<file path="src/hw/rtl/gda_pkg.sv">
// Shared types, codes and calendar tables for the Gregorian date adder.
`timescale 1ns / 1ps

package gda_pkg;

    localparam int YEAR_W   = 15;
    localparam int MONTH_W  = 4;
    localparam int DAY_W    = 5;
    localparam int AMOUNT_W = 15;
    localparam int OP_W     = 3;
    // Remaining day count: amount times seven
    localparam int REM_W    = AMOUNT_W + 3;
    // Year multiplier is at most 1000
    localparam int MULT_W   = 10;
    localparam int PROD_W   = AMOUNT_W + MULT_W;

    localparam logic [YEAR_W-1:0]  YEAR_MAX  = 15'd32767;
    localparam logic [MONTH_W-1:0] MONTH_JAN = 4'd1;
    localparam logic [MONTH_W-1:0] MONTH_FEB = 4'd2;
    localparam logic [MONTH_W-1:0] MONTH_DEC = 4'd12;
    localparam logic [DAY_W-1:0]   DAY_LAST  = 5'd31;

    // Operation codes
    localparam logic [OP_W-1:0] OP_DAYS       = 3'd0;
    localparam logic [OP_W-1:0] OP_WEEKS      = 3'd1;
    localparam logic [OP_W-1:0] OP_YEARS      = 3'd2;
    localparam logic [OP_W-1:0] OP_DECADES    = 3'd3;
    localparam logic [OP_W-1:0] OP_CENTURIES  = 3'd4;
    localparam logic [OP_W-1:0] OP_MILLENNIA  = 3'd5;

    // Divide-by-25 via reciprocal: floor(y * 5243 / 2^17) is exact below 2^15
    localparam int                DIV25_SHIFT = 17;
    localparam logic [12:0]       DIV25_MUL   = 13'd5243;
    localparam int                DIV25_PW    = YEAR_W + 13;
    localparam int                DIV25_QW    = DIV25_PW - DIV25_SHIFT;

    typedef struct packed {
        logic [OP_W-1:0]     op;
        logic [AMOUNT_W-1:0] amount;
        logic [YEAR_W-1:0]   in_year;
        logic [MONTH_W-1:0]  in_month;
        logic [DAY_W-1:0]    in_day;
    } gda_cmd_t;

    typedef struct packed {
        logic [YEAR_W-1:0]  out_year;
        logic [MONTH_W-1:0] out_month;
        logic [DAY_W-1:0]   out_day;
        logic               overflow;
        logic               invalid;
    } gda_result_t;

    // Outcome of one month step of the day walker
    typedef struct packed {
        logic [YEAR_W-1:0]  year;
        logic [MONTH_W-1:0] month;
        logic [DAY_W-1:0]   day;
        logic [REM_W-1:0]   rem;
        logic               fin;
        logic               ovf;
        logic               year_inc;
    } gda_step_t;

    // Length of a month; codes outside 1..12 read as 31
    function automatic logic [DAY_W-1:0] month_days(input logic [MONTH_W-1:0] m,
                                                    input logic leap);
        logic [DAY_W-1:0] len;
        case (m)
            4'd2:    len = leap ? 5'd29 : 5'd28;
            4'd4:    len = 5'd30;
            4'd6:    len = 5'd30;
            4'd9:    len = 5'd30;
            4'd11:   len = 5'd30;
            default: len = 5'd31;
        endcase
        return len;
    endfunction

    // Year multiplier for the year-based operations
    function automatic logic [MULT_W-1:0] year_mult(input logic [OP_W-1:0] op);
        logic [MULT_W-1:0] mul;
        case (op)
            OP_DECADES:   mul = 10'd10;
            OP_CENTURIES: mul = 10'd100;
            OP_MILLENNIA: mul = 10'd1000;
            default:      mul = 10'd1;
        endcase
        return mul;
    endfunction

endpackage

</file>
<file path="src/hw/rtl/gregorian_date_adder.sv">
// Top level of the Gregorian date adder: command port, sequencer and result register.
//
//  Channel   Signals                 Direction  Handshake
//  command   start, busy, cmd        in         taken when start is high and busy is low
//  result    done, result            out        one-cycle strobe, no back-pressure
//
//  Sequence after the accept cycle: the leap evaluator is waited on in LP1 and LP2, then
//  CHECK ends an invalid date or unknown op; a year-based add runs YMUL and YADD and, unless
//  the year saturates, waits on the leap evaluator again and clamps the day in FIX. A day or
//  week add steps one month at a time in DAYS and waits on the leap evaluator at each year
//  boundary crossed. The month step unit and the two-stage leap evaluator drive these steps.
//  Reset clears the sequencer and the strobe; results are never stalled.
`timescale 1ns / 1ps

module gregorian_date_adder (
    input  logic                 clk,
    input  logic                 rst_n,
    input  logic                 start,
    output logic                 busy,
    input  gda_pkg::gda_cmd_t    cmd,
    output logic                 done,
    output gda_pkg::gda_result_t result
);

    // Sequencer states
    localparam logic [2:0] ST_IDLE  = 3'd0;
    localparam logic [2:0] ST_LP1   = 3'd1;
    localparam logic [2:0] ST_LP2   = 3'd2;
    localparam logic [2:0] ST_CHECK = 3'd3;
    localparam logic [2:0] ST_DAYS  = 3'd4;
    localparam logic [2:0] ST_YMUL  = 3'd5;
    localparam logic [2:0] ST_YADD  = 3'd6;
    localparam logic [2:0] ST_FIX   = 3'd7;

    // Where to go once the leap flag is valid
    localparam logic [1:0] RET_CHECK = 2'd0;
    localparam logic [1:0] RET_DAYS  = 2'd1;
    localparam logic [1:0] RET_FIX   = 2'd2;

    logic [2:0]                    state_reg, state_next;
    logic [1:0]                    ret_reg, ret_next;
    logic                          done_reg, done_next;
    logic [gda_pkg::OP_W-1:0]      op_reg, op_next;
    logic [gda_pkg::REM_W-1:0]     rem_reg, rem_next;
    logic [gda_pkg::YEAR_W-1:0]    year_reg, year_next;
    logic [gda_pkg::MONTH_W-1:0]   month_reg, month_next;
    logic [gda_pkg::DAY_W-1:0]     day_reg, day_next;
    logic                          ovf_reg, ovf_next;
    logic                          inv_reg, inv_next;
    logic [gda_pkg::PROD_W-1:0]    prod_reg, prod_next;

    logic                          leap;
    gda_pkg::gda_step_t            step;
    logic [gda_pkg::DAY_W-1:0]     len;
    logic [gda_pkg::PROD_W:0]      new_year;
    logic [gda_pkg::REM_W-1:0]     weeks;

    gda_leap u_leap (
        .clk   (clk),
        .rst_n (rst_n),
        .year  (year_reg),
        .leap  (leap)
    );

    gda_step u_step (
        .year  (year_reg),
        .month (month_reg),
        .day   (day_reg),
        .rem   (rem_reg),
        .leap  (leap),
        .step  (step)
    );

    // Sequencer and datapath next values
    always_comb
    begin
        state_next = state_reg;
        ret_next   = ret_reg;
        done_next  = 1'b0;
        op_next    = op_reg;
        rem_next   = rem_reg;
        year_next  = year_reg;
        month_next = month_reg;
        day_next   = day_reg;
        ovf_next   = ovf_reg;
        inv_next   = inv_reg;
        prod_next  = prod_reg;

        len      = gda_pkg::month_days(month_reg, leap);
        new_year = {{(gda_pkg::PROD_W + 1 - gda_pkg::YEAR_W){1'b0}}, year_reg}
                 + {1'b0, prod_reg};
        weeks    = {cmd.amount, 3'b000} - {3'b000, cmd.amount};

        case (state_reg)
            ST_IDLE:
            begin
                if (start)
                begin
                    op_next    = cmd.op;
                    rem_next   = (cmd.op == gda_pkg::OP_WEEKS) ? weeks
                               : {3'b000, cmd.amount};
                    year_next  = cmd.in_year;
                    month_next = cmd.in_month;
                    day_next   = cmd.in_day;
                    ovf_next   = 1'b0;
                    inv_next   = 1'b0;
                    ret_next   = RET_CHECK;
                    state_next = ST_LP1;
                end
            end
            ST_LP1:
            begin
                state_next = ST_LP2;
            end
            ST_LP2:
            begin
                case (ret_reg)
                    RET_DAYS: state_next = ST_DAYS;
                    RET_FIX:  state_next = ST_FIX;
                    default:  state_next = ST_CHECK;
                endcase
            end
            ST_CHECK:
            begin
                if ((month_reg == '0) || (month_reg > gda_pkg::MONTH_DEC) ||
                    (day_reg == '0) || (day_reg > len))
                begin
                    inv_next   = 1'b1;
                    done_next  = 1'b1;
                    state_next = ST_IDLE;
                end
                else if ((op_reg == gda_pkg::OP_DAYS) || (op_reg == gda_pkg::OP_WEEKS))
                begin
                    state_next = ST_DAYS;
                end
                else if (op_reg <= gda_pkg::OP_MILLENNIA)
                begin
                    state_next = ST_YMUL;
                end
                else
                begin
                    done_next  = 1'b1;
                    state_next = ST_IDLE;
                end
            end
            ST_DAYS:
            begin
                // Advance one month per cycle, pausing for the leap evaluator after a year boundary
                year_next  = step.year;
                month_next = step.month;
                day_next   = step.day;
                rem_next   = step.rem;
                if (step.fin)
                begin
                    ovf_next   = step.ovf;
                    done_next  = 1'b1;
                    state_next = ST_IDLE;
                end
                else if (step.year_inc)
                begin
                    ret_next   = RET_DAYS;
                    state_next = ST_LP1;
                end
            end
            ST_YMUL:
            begin
                prod_next  = gda_pkg::PROD_W'(rem_reg[gda_pkg::AMOUNT_W-1:0])
                           * gda_pkg::PROD_W'(gda_pkg::year_mult(op_reg));
                state_next = ST_YADD;
            end
            ST_YADD:
            begin
                if (new_year > {{(gda_pkg::PROD_W + 1 - gda_pkg::YEAR_W){1'b0}},
                                gda_pkg::YEAR_MAX})
                begin
                    year_next  = gda_pkg::YEAR_MAX;
                    month_next = gda_pkg::MONTH_DEC;
                    day_next   = gda_pkg::DAY_LAST;
                    ovf_next   = 1'b1;
                    done_next  = 1'b1;
                    state_next = ST_IDLE;
                end
                else
                begin
                    year_next  = new_year[gda_pkg::YEAR_W-1:0];
                    ret_next   = RET_FIX;
                    state_next = ST_LP1;
                end
            end
            ST_FIX:
            begin
                // Clamp February 29 in a common year
                if (day_reg > len)
                    day_next = len;
                done_next  = 1'b1;
                state_next = ST_IDLE;
            end
            default:
            begin
                state_next = ST_IDLE;
            end
        endcase
    end

    // Control registers
    always_ff @(posedge clk or negedge rst_n)
    begin
        if (!rst_n)
        begin
            state_reg <= ST_IDLE;
            ret_reg   <= RET_CHECK;
            done_reg  <= 1'b0;
        end
        else
        begin
            state_reg <= state_next;
            ret_reg   <= ret_next;
            done_reg  <= done_next;
        end
    end

    // Payload registers
    always_ff @(posedge clk)
    begin
        op_reg    <= op_next;
        rem_reg   <= rem_next;
        year_reg  <= year_next;
        month_reg <= month_next;
        day_reg   <= day_next;
        ovf_reg   <= ovf_next;
        inv_reg   <= inv_next;
        prod_reg  <= prod_next;
    end

    assign busy             = (state_reg != ST_IDLE);
    assign done             = done_reg;
    assign result.out_year  = year_reg;
    assign result.out_month = month_reg;
    assign result.out_day   = day_reg;
    assign result.overflow  = ovf_reg;
    assign result.invalid   = inv_reg;

    // A result is only shown once the sequencer is back to idle
    assert property (@(posedge clk) disable iff (!rst_n) done |-> !busy)
        else $error("result strobe while busy");

    // An accepted item keeps the block busy in the next cycle
    assert property (@(posedge clk) disable iff (!rst_n) (start && !busy) |=> busy)
        else $error("accepted item did not start the sequencer");

    // A valid result always carries a real month and day
    assert property (@(posedge clk) disable iff (!rst_n)
        (done && !result.invalid) |->
        (result.out_month >= gda_pkg::MONTH_JAN && result.out_month <= gda_pkg::MONTH_DEC &&
         result.out_day != '0))
        else $error("valid result with impossible date");

    // Overflow and invalid never come together
    assert property (@(posedge clk) disable iff (!rst_n)
        done |-> !(result.overflow && result.invalid))
        else $error("overflow flagged on an invalid date");

    // Saturation always lands on the last day of the last year
    assert property (@(posedge clk) disable iff (!rst_n)
        (done && result.overflow) |->
        (result.out_year == gda_pkg::YEAR_MAX && result.out_month == gda_pkg::MONTH_DEC &&
         result.out_day == gda_pkg::DAY_LAST))
        else $error("overflow result not saturated");

endmodule

</file>
<file path="src/hw/rtl/gda_leap.sv">
// Two-stage leap-year evaluator built on a reciprocal multiply.
`timescale 1ns / 1ps

module gda_leap (
    input  logic                      clk,
    input  logic                      rst_n,
    input  logic [gda_pkg::YEAR_W-1:0] year,
    output logic                      leap
);

    logic [gda_pkg::YEAR_W-1:0]   year_s1_reg;
    logic [gda_pkg::DIV25_PW-1:0] prod_s1_reg;
    logic                         leap_reg;
    logic [gda_pkg::DIV25_QW-1:0] quot;
    logic [gda_pkg::YEAR_W:0]     quot_x25;
    logic                         div100;
    logic                         leap_next;

    // Stage one: multiply by the reciprocal of 25
    always_ff @(posedge clk)
    begin
        year_s1_reg <= year;
        prod_s1_reg <= gda_pkg::DIV25_PW'(year) * gda_pkg::DIV25_PW'(gda_pkg::DIV25_MUL);
    end

    // Stage two: divisible by 4 and by 25 means divisible by 100; by 16 too means 400
    always_comb
    begin
        quot      = prod_s1_reg[gda_pkg::DIV25_PW-1:gda_pkg::DIV25_SHIFT];
        quot_x25  = {1'b0, quot, 4'b0} + {2'b0, quot, 3'b0} + {5'b0, quot};
        div100    = (year_s1_reg[1:0] == 2'b00) && (quot_x25 == {1'b0, year_s1_reg});
        leap_next = (year_s1_reg[1:0] == 2'b00) && (!div100 || (year_s1_reg[3:0] == 4'b0));
    end

    always_ff @(posedge clk or negedge rst_n)
    begin
        if (!rst_n)
            leap_reg <= 1'b0;
        else
            leap_reg <= leap_next;
    end

    assign leap = leap_reg;

endmodule

</file>
<file path="src/hw/rtl/gda_step.sv">
// Month step unit: adds days in this month or moves to the next 1st, or saturates.
`timescale 1ns / 1ps

module gda_step (
    input  logic [gda_pkg::YEAR_W-1:0]  year,
    input  logic [gda_pkg::MONTH_W-1:0] month,
    input  logic [gda_pkg::DAY_W-1:0]   day,
    input  logic [gda_pkg::REM_W-1:0]   rem,
    input  logic                        leap,
    output gda_pkg::gda_step_t          step
);

    logic [gda_pkg::DAY_W-1:0] len;
    logic [gda_pkg::REM_W:0]   sum;
    logic [gda_pkg::REM_W-1:0] used;

    always_comb
    begin
        len  = gda_pkg::month_days(month, leap);
        sum  = {{(gda_pkg::REM_W + 1 - gda_pkg::DAY_W){1'b0}}, day} + {1'b0, rem};
        used = {{(gda_pkg::REM_W - gda_pkg::DAY_W){1'b0}}, len}
             - {{(gda_pkg::REM_W - gda_pkg::DAY_W){1'b0}}, day}
             + gda_pkg::REM_W'(1);

        step          = '0;
        step.year     = year;
        step.month    = month;
        step.day      = day;
        step.rem      = rem;

        if (rem == '0)
        begin
            // Nothing left to add
            step.fin = 1'b1;
        end
        else if (sum <= {{(gda_pkg::REM_W + 1 - gda_pkg::DAY_W){1'b0}}, len})
        begin
            // Land inside this month
            step.day = sum[gda_pkg::DAY_W-1:0];
            step.rem = '0;
            step.fin = 1'b1;
        end
        else
        begin
            // Drop the rest of this month and move to the first of the next
            step.rem = rem - used;
            step.day = 5'd1;
            if (month == gda_pkg::MONTH_DEC)
            begin
                if (year == gda_pkg::YEAR_MAX)
                begin
                    step.year  = gda_pkg::YEAR_MAX;
                    step.month = gda_pkg::MONTH_DEC;
                    step.day   = gda_pkg::DAY_LAST;
                    step.fin   = 1'b1;
                    step.ovf   = 1'b1;
                end
                else
                begin
                    step.year     = year + gda_pkg::YEAR_W'(1);
                    step.month    = gda_pkg::MONTH_JAN;
                    step.year_inc = 1'b1;
                end
            end
            else
            begin
                step.month = month + gda_pkg::MONTH_W'(1);
            end
        end
    end

endmodule
</file>
<file path="config.mk">
export PLATFORM = sky130hd
export DESIGN_NAME = gregorian_date_adder
export DESIGN_NICKNAME = d
export VERILOG_FILES = /design/src/hw/rtl/gda_pkg.sv /design/src/hw/rtl/gregorian_date_adder.sv /design/src/hw/rtl/gda_leap.sv /design/src/hw/rtl/gda_step.sv
export SDC_FILE = /design/constraint.sdc
export NUM_CORES = 1
export LEC_CHECK = 0
export BUFFER_PORTS_ARGS = -buffer_cell sky130_fd_sc_hd__clkbuf_2
export CAP_MARGIN = 20
export CORE_AREA = 4 4 221 223
export DETAILED_ROUTE_END_ITERATION = 16
export DIE_AREA = 0 0 225 227
export GPL_ROUTABILITY_DRIVEN = 0
export PLACE_DENSITY_LB_ADDON = 0.12
export SETUP_SLACK_MARGIN = 0.5
export SYNTH_ARGS = -nofsm -noshare
export SYNTH_HDL_FRONTEND = slang
export SYNTH_SLANG_ARGS = --single-unit
export TNS_END_PERCENT = 1
</file>
<file path="constraint.sdc">
create_clock -name clk -period 6 [get_ports clk]
set_input_delay 0 -clock clk [delete_from_list [all_inputs] [get_ports clk]]
set_output_delay 0 -clock clk [all_outputs]
set_load 0.02 [all_outputs]
</file>
Word-level counts from Yosys, hierarchy flattened
Cells that the tools add are included.
{"block": "classes", "n_addsub": 10, "n_lt_le_gt_ge": 5, "reduce_logical": 30, "muxes": 57, "n_mul": 2, "n_eq_ne": 34}
{"cell": "2-to-1 mux 15 bit", "count": 3}
{"cell": "one-hot mux 15 bit (3 select lines)", "count": 1}
{"cell": "2-to-1 mux 42 bit", "count": 1}
{"cell": "2-to-1 mux 19 bit", "count": 2}
{"cell": "2-to-1 mux 18 bit", "count": 2}
{"cell": "one-hot mux 18 bit (2 select lines)", "count": 1}
{"cell": "one-hot mux 10 bit (3 select lines)", "count": 1}
{"cell": "multiplier 15 x 13 -> 28 bit, second input constant", "count": 1}
{"cell": "adder 15 x 25 -> 26 bit", "count": 1}
{"cell": "greater-than comparator 26 x 15 -> 1 bit, second input constant", "count": 1}
{"cell": "multiplier 15 x 10 -> 25 bit", "count": 1}
{"cell": "2-to-1 mux 5 bit", "count": 5}
{"cell": "2-to-1 mux 24 bit", "count": 1}
{"cell": "one-hot mux 3 bit (8 select lines)", "count": 1}
{"cell": "2-to-1 mux 3 bit", "count": 7}
{"cell": "inequality test 2 bit, second input constant", "count": 10}
{"cell": "one-hot mux 5 bit (4 select lines)", "count": 1}
{"cell": "AND reduction 5 bit", "count": 4}
{"cell": "adder 5 x 18 -> 19 bit", "count": 1}
{"cell": "<= comparator 19 x 5 -> 1 bit", "count": 1}
{"cell": "adder 18 x 1 -> 18 bit, second input constant", "count": 1}
{"cell": "equality test 3 bit, second input constant", "count": 6}
{"cell": "logical NOT 18 bit", "count": 1}
{"cell": "subtractor 18 x 15 -> 18 bit", "count": 1}
{"cell": "45 further kinds", "count": 83}
{"block": "word_totals", "output_inout_bits": 28, "elab_cells": 152, "input_bits": 45, "ff_bits": 122}

Longest topological paths before layout
Gate-level depths: netlist of run 1.
{"block": "depth", "word_depth": 10, "mapped_depth": 25, "mapped_depth_nobuf": 24}

Cells and area by module
Synthesis of run 1 repeated with hierarchy kept, for this count alone.
{"block": "hier_totals", "hier_cells": 1874, "hier_area_um2": 16729.8}
{"module": "gregorian_date_adder", "area_each_um2": 9340.2, "seq_area_each_um2": 2312.2, "cells_per_inst": 1011, "instances": 1}
{"module": "gda_leap", "area_each_um2": 5089.9, "seq_area_each_um2": 545.5, "cells_per_inst": 503, "instances": 1}
{"module": "gda_step", "area_each_um2": 2299.7, "seq_area_each_um2": 0.0, "cells_per_inst": 360, "instances": 1}

Least setup slack after synthesis of run 1
Ideal clock, no wire load.
{"block": "synth_path", "path_type": "register -> register", "from": "register op_reg[1] (netlist name)", "to": "register prod_reg[23] (netlist name) (data pin)", "arrival_ps": 5905, "synth_period_minus_slack_ps": 6100, "slack_ps": -100, "path_stages_with_launch": 25, "n_path_buf": 1, "t_required_ps": 5805, "setup_ps": 195, "path_cell_list": "edfxtp_1 nor2b_1 clkbuf_1 and2_1 nand2_1 inv_1 a21oi_1 fa_1 inv_1 fa_1 inv_1 fa_1 inv_1 fa_1 inv_1 fa_1 inv_1 ha_1 nand2_1 or3_1 o211ai_1 nand2_1 o21a_1 o21a_1 o311ai_0"}
{"block": "synth_between", "elab_chain_len": 4, "elab_cells_between_ends": 6, "cone_classes": "mul (1); eq/ne (3); mux (2)"}
{"element": "start: declaration", "line": "gregorian_date_adder.sv:43", "text": "logic [gda_pkg::OP_W-1:0] op_reg, op_next;"}
{"element": "start signal: assignment", "line": "gregorian_date_adder.sv:225", "text": "op_reg <= op_next;"}
{"element": "equality test 3 bit / equality test 3 x 2 -> 1 bit (equally long branches)", "line": "gda_pkg.sv:82", "text": "case (op)"}
{"element": "one-hot mux 10 bit (3 select lines) (*)", "line": "gda_pkg.sv:82"}
{"element": "2-to-1 mux 10 bit (*)", "line": "gregorian_date_adder.sv:94", "text": "case (state_reg)"}
{"element": "multiplier 15 x 10 -> 25 bit (*)", "line": "gregorian_date_adder.sv:168", "text": "* gda_pkg::PROD_W'(gda_pkg::year_mult(op_reg));"}
{"element": "end signal: assignment", "line": "gregorian_date_adder.sv:232", "text": "prod_reg <= prod_next;"}
{"element": "end: declaration", "line": "gregorian_date_adder.sv:50", "text": "logic [gda_pkg::PROD_W-1:0] prod_reg, prod_next;"}
Every way passes the cells marked *; elsewhere a longest branch is shown, timed or not. The select of a mux whose other input is x is not followed.
A chain may end at the register's enable or synchronous reset.

Final worst setup path of run 1
{"block": "layout_path", "from": "register op_reg[2] (netlist name)", "to": "register prod_reg[21] (netlist name) (data pin)"}
Same word-level chain as after synthesis.

==> qor.csv, run 1 <==
stage,metric,value,unit
placed_design,numPortBuffers,72,
clocking,h-tree-depth,3,
floorplanning,start_util,0.348,
critical_path,slowest_delay,530,ps
clocking,cts-buffers-inserted,9,
critical_path,cp_data_arrival_time,5810,ps
placed_design,dp_slack,-104,ps
yosys,ys_ff_latch,105,
global_route,grt_first_pass_wirelength,72.1,mm
min_path,min_from,cmd[11],
yosys,ys_top_cells_by_area,"fa_1, ha_1, edfxtp_1",
yosys,synth.top_cell.area_share,0.204,
sta,hold_violations,0,
yosys,synth.most_common_cell,inv_1,
sta,fmax,176,MHz
critical_path,r2r_start,op_reg[2],
finish,fin_util,0.401,
clocking,cts_tree,yes,
floorplanning,ios,73,
finish,seq_area,2860,sq um
sta,slew_headroom,0.320,
job,maxCapViolCount,0,
clocking,cts_root_buf,clkbuf_16,
finish,nNetsFinal,2398,
detailed_routing,vias,13000,
critical_path,crit_family,adder cells,
clocking,clock_path_buffers,2,
placed_design,post-dp-hpwl,36.8,mm
clocking,clk_latency,400,ps
sta,timing.hold.ws,35.5,ps
finish,drive_gt1_frac,0.129,
sta,finalWorstSetupSlack,316,ps
sta,fin_skew,23.4,ps
global_route,grtUsageTotal,0.178,
critical_path,crit_slowest_cell,fa_1,
finish,antenna_cells,0,
finish,area_growth,15.1,%
detailed_routing,routed_via_density,5.13,
outcome,status,"complete, no violations",
critical_path,endpoint_kind,flip-flop,
critical_path,cp-start-kind,flip-flop,
yosys,synth_cells,1769,
finish,multi_input_area,12300,sq um
yosys,syn_area_per_cell,9.16,sq um
critical_path,critPathMaxFanout,5,
critical_path,cp.required,6130,ps
floorplanning,dieArea,51100,sq um
global_route,grt_antenna_before_repair,0,
yosys,synth.distinct_cells,78,
yosys,synthTopCellsByCount,"inv_1, ha_1, fa_1",
sta,min_period,5680,ps
critical_path,r2r_setup_slack,320,ps
detailed_routing,ant_nets,0,
floorplanning,die_w,225,um
critical_path,crit_path_frequent_cell,fa_1,
global_route,grt_max_degree,26,
floorplanning,die_y,227,um
yosys,synth_top_area_cell,fa_1,
sta,maxSlewViolCount,0,
global_route,grt_pass1_vias,13400,
yosys,synth_fp_nets,2238,
finish,largest_reg_flops,25,
yosys,syn_area,16200,sq um
critical_path,timing.rr.end,prod_reg[21],
clocking,clock_sinks,105,
sta,tightest_slew,1020,ps
detailed_routing,wl,44.5,mm
detailed_routing,dr.pass1.iters,5,
clocking,clk_transition_reported_paths,80,ps
finish,fillers,4687,
critical_path,r2r_cells,21,
min_path,holdPathEnd,year_reg[2],
min_path,hold_depth,3,
yosys,synthFlopType,edfxtp_1,
sta,setup_viol,0,
floorplanning,design.core.area,46600,sq um
critical_path,crit_type,reg -> reg,
sta,finalCritPeriodShare,0.947,
critical_path,path_buf_inv,7,
min_path,worstHoldPathType,in -> reg,
detailed_routing,avgRoutedWirePerCell,17.5,um
yosys,synth_edf_count,72,
global_route,grt_remaining_overflow,0,
yosys,yosysWarnings,0,
detailed_routing,drt_iter0_drc,711,
floorplanning,row_count,79,
detailed_routing,drc,0,
yosys,async_reset_ff_frac,0.0667,
sta,rsz0062_at_grt,yes,
yosys,seq_area_frac_synth,0.176,
critical_path,path_cells,buf_4 -> nor2_4 -> buf_4 -> o21ai_2 -> fa_1 -> inv_1 -> fa_1 -> fa_1 -> fa_1 -> inv_1 -> fa_1 -> inv_1 -> ha_4 -> inv_1 -> or3_4 -> o211ai_1 -> nand2_1 -> o21a_1 -> o21a_1 -> buf_4 -> xnor2_1,
==> area by class of cell <==
| cell class | instances | area share |
|---|---|---|
| clock inverters | 6 | 0.00308 |
| flip-flops and latches | 105 | 0.153 |
| clock buffers | 10 | 0.0123 |
| multi-input cells | 1332 | 0.660 |
| repair buffers | 191 | 0.0724 |
| well taps | 607 | 0.0407 |
| inverters | 290 | 0.0585 |
==> cells by family (layout without fill, tap and decap cells) <==
kind of cell	count (synthesis)	after routing	synth area share
adder cells (fa/ha/maj)	424	424	0.404
AND/OR/NAND/NOR	411	412	0.126
AO/OA/AOI/OAI	371	371	0.147
buffers and inverters	333	497	0.0787
XOR/XNOR	120	120	0.0649
flip-flops	105	105	0.176
multiplexers	5	5	0.00317
==> cells in the final DEF, fill, tap and decap left out, types with 15 or more instances in the layout <==
cell / n
inv_1: 283
ha_1: 254
fa_1: 162
nand2_1: 98
a21oi_1: 98
xnor2_1: 93
nor2_1: 87
buf_4: 85
edfxtp_1: 72
clkbuf_2: 72
o21ai_0: 71
nor3_1: 31
nand3_1: 30
a21o_1: 27
xor2_1: 27
dfxtp_1: 26
and2_1: 25
dlygate4sd3_1: 25
nand2b_1: 22
and3_1: 21
o21a_1: 18
a31oi_1: 17
o211ai_1: 15
==> per-stage QoR <==
| stage | std cells | setup TNS (ps) | instance area, sq um |
|---|---|---|---|
| 6_report | 2541 | 0 | 18700 |
| 5_1_grt | 2541 | 0 | 18700 |
| 3_3_place_gp | 2467 | 0 | 17700 |
| 2_1_floorplan | 1769 | 0 | 16200 |
| 3_5_place_dp | 2467 | -162 | 17700 |
| 4_1_cts | 2536 | 0 | 18600 |
==> per-layer routing <==
layer / part of all wire / track usage
met3: 0.034 / 0.0241
met4: 0.017 / 0.0397
met2: 0.50 / 0.316
met5: 0 / 0
met1: 0.45 / 0.232
==> worst reg2reg max path, stage by stage (launching register included) <==
cell and delay (ps):
edfxtp_1 410, buf_4 200, nor2_4 230, buf_4 160, o21ai_2 50, fa_1 490
inv_1 50, fa_1 450, fa_1 490, fa_1 510, inv_1 50, fa_1 530
inv_1 60, ha_4 260, inv_1 40, or3_4 380, o211ai_1 290, nand2_1 130
o21a_1 200, o21a_1 200, buf_4 140, xnor2_1 110
==> repair_timing <==
| item | 4_1_cts | 5_1_grt |
|---|---|---|
| cloned | 1 | 0 |
| pin swaps | 44 | 10 |
| setup endpoints to repair | 17 | 19 |
| resized for setup | 56 | 8 |
| setup buffers | 27 | 5 |
| endpoints found under the hold margin | 30 | 0 |
| hold buffers | 25 | 0 |
==> worst max path at each step <==
| stage | from | end | slack (ps) | depth (start not counted) |
|---|---|---|---|---|
| 2_1_floorplan | op_reg[1] | prod_reg[23] | 380 | 25 |
| 3_3_place_gp | op_reg[1] | prod_reg[24] | 70 | 19 |
| 3_5_place_dp | op_reg[1] | prod_reg[23] | -100 | 20 |
| 4_1_cts | op_reg[1] | prod_reg[24] | 330 | 21 |
| 5_1_grt | op_reg[1] | prod_reg[23] | 100 | 24 |
| 6_report | op_reg[2] | prod_reg[21] | 320 | 21 |
Power of run 1 is not shown: default switching activity piles up to over one toggle a cycle in this logic, so the estimate is an artifact.
==> run 2, diff against run 1 <==
--- a/config.mk
+++ b/config.mk
@@ -7,13 +7,13 @@
 export LEC_CHECK = 0
 export BUFFER_PORTS_ARGS = -buffer_cell sky130_fd_sc_hd__clkbuf_2
 export CAP_MARGIN = 20
-export CORE_AREA = 4 4 221 223
+export CORE_AREA = 4 4 224 226
 export DETAILED_ROUTE_END_ITERATION = 16
-export DIE_AREA = 0 0 225 227
+export DIE_AREA = 0 0 228 230
 export GPL_ROUTABILITY_DRIVEN = 0
 export PLACE_DENSITY_LB_ADDON = 0.12
-export SETUP_SLACK_MARGIN = 0.5
 export SYNTH_ARGS = -nofsm -noshare
 export SYNTH_HDL_FRONTEND = slang
+export SYNTH_HIERARCHICAL = 1
 export SYNTH_SLANG_ARGS = --single-unit
 export TNS_END_PERCENT = 1
==> run 2 against run 1 <==
- maximum frequency shrank 0.70%
- clock skew shrank 3.8 ps
- register-to-register slack lost 40 ps
- clock-buffer cell count is the same
- cell area shrank 0.54%
- via count grew 2.5%
- utilization shrank 1.7 points
- wire length grew 2.9%
- critical endpoint is now prod_reg[24]
==> qor.csv, run 2 <==
stage,metric,value,unit,change
outcome,status,"complete, no violations",,
yosys,ys_ff_latch,105,,unchanged
floorplanning,design.core.area,48300,sq um,+3.8%
clocking,cts-buffers-inserted,9,,unchanged
yosys,synth.most_common_cell,inv_1,,
detailed_routing,wl,45.8,mm,+2.9%
clocking,cts_root_buf,clkbuf_16,,
sta,maxSlewViolCount,0,,unchanged
clocking,clk_latency,380,ps,-20 ps
global_route,grt_max_degree,35,,+35%
sta,fin_skew,19.6,ps,-3.81 ps
sta,setup_viol,0,,unchanged
yosys,syn_area,16700,sq um,+3.2%
finish,area_growth,10.9,%,
sta,min_period,5720,ps,+40.0 ps
critical_path,cp.required,6120,ps,about the same
sta,fmax,175,MHz,-0.70%
sta,timing.hold.ws,27.9,ps,-7.65 ps
yosys,async_reset_ff_frac,0.0667,,unchanged
yosys,synth_compound_area_frac,0.147,,-0.000184
critical_path,path_cells,nor2b_4 -> buf_4 -> buf_4 -> and3_1 -> ha_1 -> or2_2 -> fa_1 -> fa_1 -> fa_1 -> inv_1 -> fa_1 -> inv_1 -> ha_1 -> a21o_1 -> a21oi_4 -> o21bai_1 -> o21bai_2 -> a221oi_2 -> nand2_1 -> a31oi_2 -> xnor2_1,,
placed_design,dp_slack,38.0,ps,+142 ps
sta,rsz0062_at_grt,no,,
critical_path,crit_family,adder cells,,
sta,hold_violations,0,,unchanged
clocking,clock_sinks,105,,unchanged
yosys,ys_top_cells_by_area,"fa_1, ha_1, edfxtp_1",,
yosys,synth_top_family_by_area,adder cells,,
floorplanning,row_count,81,,+2.5%
sta,finalWorstSetupSlack,276,ps,-40.0 ps
min_path,worstHoldPathType,in -> reg,,
detailed_routing,routed_via_density,5.15,,+0.34%
yosys,syn_area_per_cell,8.93,sq um,-2.5%
floorplanning,ios,73,,unchanged
global_route,grt_first_pass_wirelength,74.9,mm,+3.8%
sta,tightest_slew,1180,ps,+162 ps
detailed_routing,drt_iter0_drc,762,,+7.2%
detailed_routing,drc,0,,unchanged
detailed_routing,dr.pass1.iters,6,,+1
sta,finalCritPeriodShare,0.954,,+0.00667
critical_path,crit_slowest_cell,fa_1,,
floorplanning,die_w,228,um,+1.3%
critical_path,cp_data_arrival_time,5840,ps,+30 ps
detailed_routing,avgRoutedWirePerCell,17.6,um,+0.73%
yosys,synth_top_area_cell,fa_1,,
global_route,grt_remaining_overflow,0,,unchanged
yosys,synth.distinct_cells,84,,+7.7%
critical_path,path_buf_inv,4,,-3
yosys,seq_area_frac_synth,0.171,,-0.00553
yosys,synthTopCellsByCount,"inv_1, ha_1, fa_1",,
yosys,synthFlopType,edfxtp_1,,
yosys,synth_fa_ha_area_frac,0.380,,-0.0239
sta,totalNegativeSetupSlack,0,ps,unchanged
critical_path,endpoint_kind,flip-flop,,
finish,largest_reg_flops,25,,unchanged
critical_path,crit_path_frequent_cell,fa_1,,
detailed_routing,vias,13400,,+2.5%
yosys,synth.top_cell.area_share,0.197,,-0.00639
global_route,grt_antenna_before_repair,0,,unchanged
yosys,synth_fp_nets,2328,,+4.0%
yosys,synthMuxAreaShare,0.0151,,+0.0119
yosys,synth_xor_area_frac,0.0576,,-0.00727
yosys,yosysWarnings,6,,+6
placed_design,post-dp-hpwl,38.0,mm,+3.3%
finish,nNetsFinal,2423,,+1.0%
finish,multi_input_area,12700,sq um,+2.7%
clocking,clock_path_buffers,2,,unchanged
critical_path,slowest_delay,540,ps,about the same
yosys,synth_cells,1874,,+5.9%
floorplanning,dieArea,52400,sq um,+2.7%
floorplanning,die_y,230,um,+1.3%
detailed_routing,ant_nets,0,,unchanged
floorplanning,start_util,0.346,,-0.00202
finish,mostFrequentLayoutCell,inv_1,,
job,maxCapViolCount,0,,unchanged
critical_path,cp-start-kind,flip-flop,,
placed_design,place_area,18000,sq um,+1.9%
yosys,synth-simple-area-share,0.154,,+0.0276
finish,seq_area,2860,sq um,unchanged
clocking,cts_tree,yes,,
placed_design,numPortBuffers,72,,unchanged
critical_path,crit_type,reg -> reg,,
critical_path,critPathMaxFanout,9,,+4
global_route,grtUsageTotal,0.176,,-0.00180
sta,slew_headroom,0.209,,-0.111
clocking,h-tree-depth,3,,unchanged
finish,fillers,4905,,+4.7%
finish,antenna_cells,0,,unchanged
clocking,clk_transition_reported_paths,80,ps,about the same
finish,drive_gt1_frac,0.0998,,-0.0290
global_route,grt_pass1_vias,13700,,+2.2%
finish,stdcell_area,18600,sq um,-0.54%
finish,final_cell_mix,"inv_1, ha_1, fa_1, nand2_1, nor2_1",,
yosys,synth_edf_count,72,,unchanged
-- run 2: changes by cell type after synthesis, moves of 14 or more --
cell / delta
nand2_1: +40
nor2_1: +31
inv_1: -30
xnor2_1: -26
a31oi_1: +24
xor2_1: +16
ha_1: -15
nand3_1: +14
-- run 2: what timing repair did --
item,4_1_cts,5_1_grt
resized for setup,0,12
setup endpoints to repair,0,10
hold buffers,18,0
endpoints found under the hold margin,23,0
setup buffers,0,4
-- run 2: per-layer routing --
metal / GRT usage / up-vias / wire length, um
li1: - / 6646 / -
met1: 0.229 / 6460 / 20500
met2: 0.317 / 216 / 23200
met3: 0.0177 / 40 / 1220
met4: 0.0392 / 0 / 897
met5: 0 / - / 0
-- run 2: cells by family after synthesis --
| group | Yosys count |
|---|---|
| and+or+nand+nor | 524 |
| adders and majority gates | 409 |
| AOI/OAI and AO/OA | 376 |
| buffers and inverters | 326 |
| xor gates and xnor gates | 110 |
| DFF | 105 |
| muxes | 24 |
-- run 2: final timing paths --
check / start / endpoint / slack (ps) / depth (start not counted)
worst max register to register: op_reg[2] / prod_reg[24] / 280 / 21
min in group asynchronous: rst_n / done / 600 / 3
max in group asynchronous: rst_n / u_leap/leap / 5110 / 3
worst min-delay path: cmd[27] / rem_reg[3] / 30 / 3
worst min register to register: ret_reg[1] / ret_reg[1] / 550 / 2
worst max-delay path: op_reg[2] / prod_reg[24] / 280 / 21
-- run 2: tightest hold or removal path, stage by stage --
cell and delay, ps:
clkbuf_2 110, a21oi_1 60, o21ai_0 130
-- run 2: stage by stage --
step	util	instances
finish	0.384	2596
floorplan	-	1874
global placement	0.372	2558
detailed placement	0.372	2558
global route	0.384	2596
CTS	0.382	2592
-- run 2: cell type report --
| class | instances | area share |
|---|---|---|
| clock buffer | 10 | 0.0129 |
| timing repair buffer | 148 | 0.0528 |
| multi-input combinational | 1443 | 0.682 |
| inverter | 262 | 0.0530 |
| sequential | 105 | 0.154 |
| tap | 622 | 0.0419 |
| clock inverter | 6 | 0.00378 |
Power of run 2 is left out for the same reason.
==> run 3, diff against run 2 <==
--- a/config.mk
+++ b/config.mk
@@ -8,10 +8,12 @@
 export BUFFER_PORTS_ARGS = -buffer_cell sky130_fd_sc_hd__clkbuf_2
 export CAP_MARGIN = 20
 export CORE_AREA = 4 4 224 226
+export CTS_CLUSTER_SIZE = 20
 export DETAILED_ROUTE_END_ITERATION = 16
 export DIE_AREA = 0 0 228 230
 export GPL_ROUTABILITY_DRIVEN = 0
 export PLACE_DENSITY_LB_ADDON = 0.12
+export SKIP_CTS_REPAIR_TIMING = 1
 export SYNTH_ARGS = -nofsm -noshare
 export SYNTH_HDL_FRONTEND = slang
 export SYNTH_HIERARCHICAL = 1
==> constraint.sdc (replaced) <==
create_clock -name clk -period 5.1 [get_ports clk]
set_input_delay 0 -clock clk [delete_from_list [all_inputs] [get_ports clk]]
set_output_delay 0 -clock clk [all_outputs]
set_load 0.02 [all_outputs]
==> run 3 against run 2 <==
- the flow now finishes with violations (hold timing, setup timing)
- clock skew about the same
- critical endpoint unchanged
- largest cell class unchanged
- highest routed layer unchanged
- wire length is 1.3% higher
- sequential cell count did not move
- sequential share of layout area down 0.73 points
==> qor.csv, run 3 (same netlist as run 2, synthesis figures left out) <==
stage,metric,value,unit,change
outcome,status,"finished, violations left",,
outcome,violations,"hold timing, setup timing",,
sta,rsz0062_at_grt,yes,,
sta,finalWorstSetupSlack,-352,ps,-628 ps
finish,drive_gt1_frac,0.154,,+0.0543
detailed_routing,dr.pass1.iters,5,,-1
critical_path,cp_data_arrival_time,5580,ps,-260 ps
critical_path,crit_family,adder cells,,
sta,slew_headroom,0.382,,+0.173
detailed_routing,vias,13600,,+1.9%
detailed_routing,avgRoutedWirePerCell,17.3,um,-1.7%
floorplanning,dieArea,52400,sq um,unchanged
detailed_routing,drc,0,,unchanged
finish,mostFrequentLayoutCell,inv_1,,
critical_path,r2r_cells,21,,unchanged
detailed_routing,wl_met3,1.23,mm,+1.2%
global_route,grt_first_pass_wirelength,74.6,mm,-0.34%
clocking,h-tree-depth,3,,unchanged
clocking,clk_transition_reported_paths,90,ps,about the same
detailed_routing,maxUsedRoutingLayer,met4,,
floorplanning,ios,73,,unchanged
finish,largest_reg_flops,25,,unchanged
floorplanning,row_count,81,,unchanged
sta,fmax,183,MHz,+5.0%
critical_path,crit_path_frequent_cell,fa_1,,
critical_path,r2r_setup_slack,-350,ps,-630 ps
floorplanning,design.core.area,48300,sq um,unchanged
clocking,cts-buffers-inserted,9,,unchanged
global_route,grtUsageTotal,0.176,,+0.000189
floorplanning,start_util,0.346,,unchanged
sta,fin_skew,19.2,ps,-0.415 ps
clocking,cts_tree,yes,,
clocking,clock_sinks,105,,unchanged
finish,final_cell_mix,"inv_1, ha_1, fa_1, nand2_1, buf_4",,
sta,maxSlewViolCount,0,,unchanged
placed_design,place_area,18800,sq um,+4.5%
critical_path,timing.rr.end,prod_reg[24],,
critical_path,crit_slowest_cell,fa_1,,
critical_path,r2r_start,op_reg[1],,
min_path,worstHoldPathType,in -> async,,
sta,finalCritPeriodShare,1.07,,+0.115
detailed_routing,dr_wl_met2,23.4,mm,+1.0%
global_route,grt_max_degree,35,,unchanged
job,maxCapViolCount,0,,unchanged
critical_path,path_buf_inv,6,,+2
floorplanning,die_y,230,um,unchanged
critical_path,crit_type,reg -> reg,,
sta,tightest_slew,925,ps,-257 ps
finish,stdcell_area,19500,sq um,+5.0%
sta,min_period,5450,ps,-272 ps
sta,timing.hold.ws,-2.16,ps,-30.1 ps
placed_design,post-dp-hpwl,38.7,mm,+1.8%
critical_path,path_cells,nor2b_4 -> buf_12 -> buf_4 -> and3_2 -> buf_4 -> fa_1 -> fa_1 -> inv_1 -> fa_1 -> inv_1 -> fa_1 -> ha_1 -> ha_1 -> inv_1 -> o21bai_1 -> a21o_1 -> a21o_1 -> a221oi_2 -> nand2_1 -> a31oi_1 -> xnor2_1,,
global_route,grt_antenna_before_repair,1,,+1
placed_design,dp_slack,-406,ps,-444 ps
detailed_routing,wl,46.4,mm,+1.3%
clocking,clock_path_buffers,2,,unchanged
sta,hold_violations,1,,+1
detailed_routing,drt_iter0_drc,737,,-3.3%
floorplanning,die_w,228,um,unchanged
finish,area_growth,16.5,%,
global_route,grt_remaining_overflow,0,,unchanged
global_route,grt_pass1_vias,13800,,+0.26%
finish,nNetsFinal,2500,,+3.2%
detailed_routing,ant_nets,0,,unchanged
clocking,clk_latency,400,ps,+20 ps
finish,fillers,4902,,-0.061%
critical_path,slowest_delay,540,ps,about the same
placed_design,numPortBuffers,72,,unchanged
critical_path,critPathMaxFanout,8,,-1
clocking,cts_root_buf,clkbuf_16,,
critical_path,endpoint_kind,flip-flop,,
detailed_routing,wl_met1,20.8,mm,+1.3%
sta,setup_viol,10,,+10
critical_path,cp-start-kind,flip-flop,,
detailed_routing,routed_via_density,5.09,,-1.0%
critical_path,cp.required,5230,ps,-890 ps
==> run 3: cell types whose count changed in the layout (fill, tap and decap cells not counted), sizes merged <==
| cell | change |
|---|---|
| clkinv | -1 |
| buf | +80 |
| diode | +1 |
| clkbuf | +2 |
| dlygate4sd3 | -4 |
==> run 3: worst max-delay path by stage <==
stage	slack (ps)	start	to	depth (start not counted)
CTS	-430	op_reg[1]	prod_reg[24]	22
global placement	-290	op_reg[1]	prod_reg[24]	22
detailed placement	-410	op_reg[1]	prod_reg[24]	22
floorplan	-200	op_reg[1]	prod_reg[18]	24
global route	-620	op_reg[1]	prod_reg[24]	22
finish	-350	op_reg[1]	prod_reg[24]	21
==> run 3: stage by stage <==
| stage | setup TNS, ps | cells | utilization |
|---|---|---|---|
| 2_1_floorplan | -1350 | 1874 | - |
| 3_3_place_gp | -2130 | 2637 | 0.389 |
| 3_5_place_dp | -2920 | 2637 | 0.389 |
| 4_1_cts | -3250 | 2653 | 0.396 |
| 5_1_grt | -5620 | 2673 | 0.403 |
| 6_report | -2180 | 2674 | 0.403 |
==> run 3: layout make-up <==
| type | instances | area [sq um] | share of cell area |
|---|---|---|---|
| Multi-Input combinational cell | 1443 | 12900 | 0.662 |
| Sequential cell | 105 | 2860 | 0.147 |
| Timing Repair Buffer | 225 | 1630 | 0.0835 |
| Inverter | 262 | 983 | 0.0505 |
| Tap cell | 622 | 778 | 0.0399 |
| Clock buffer | 11 | 275 | 0.0141 |
| Clock inverter | 5 | 63.8 | 0.00327 |
| Antenna cell | 1 | 2.50 | 0.000128 |
==> run 3: layer usage <==
layer | vias up | track usage
met1 | 6597 | 0.229
met5 | - | 0
met3 | 37 | 0.0196
li1 | 6787 | -
met4 | 0 | 0.0446
met2 | 200 | 0.314
Power of run 3 is left out for the same reason.
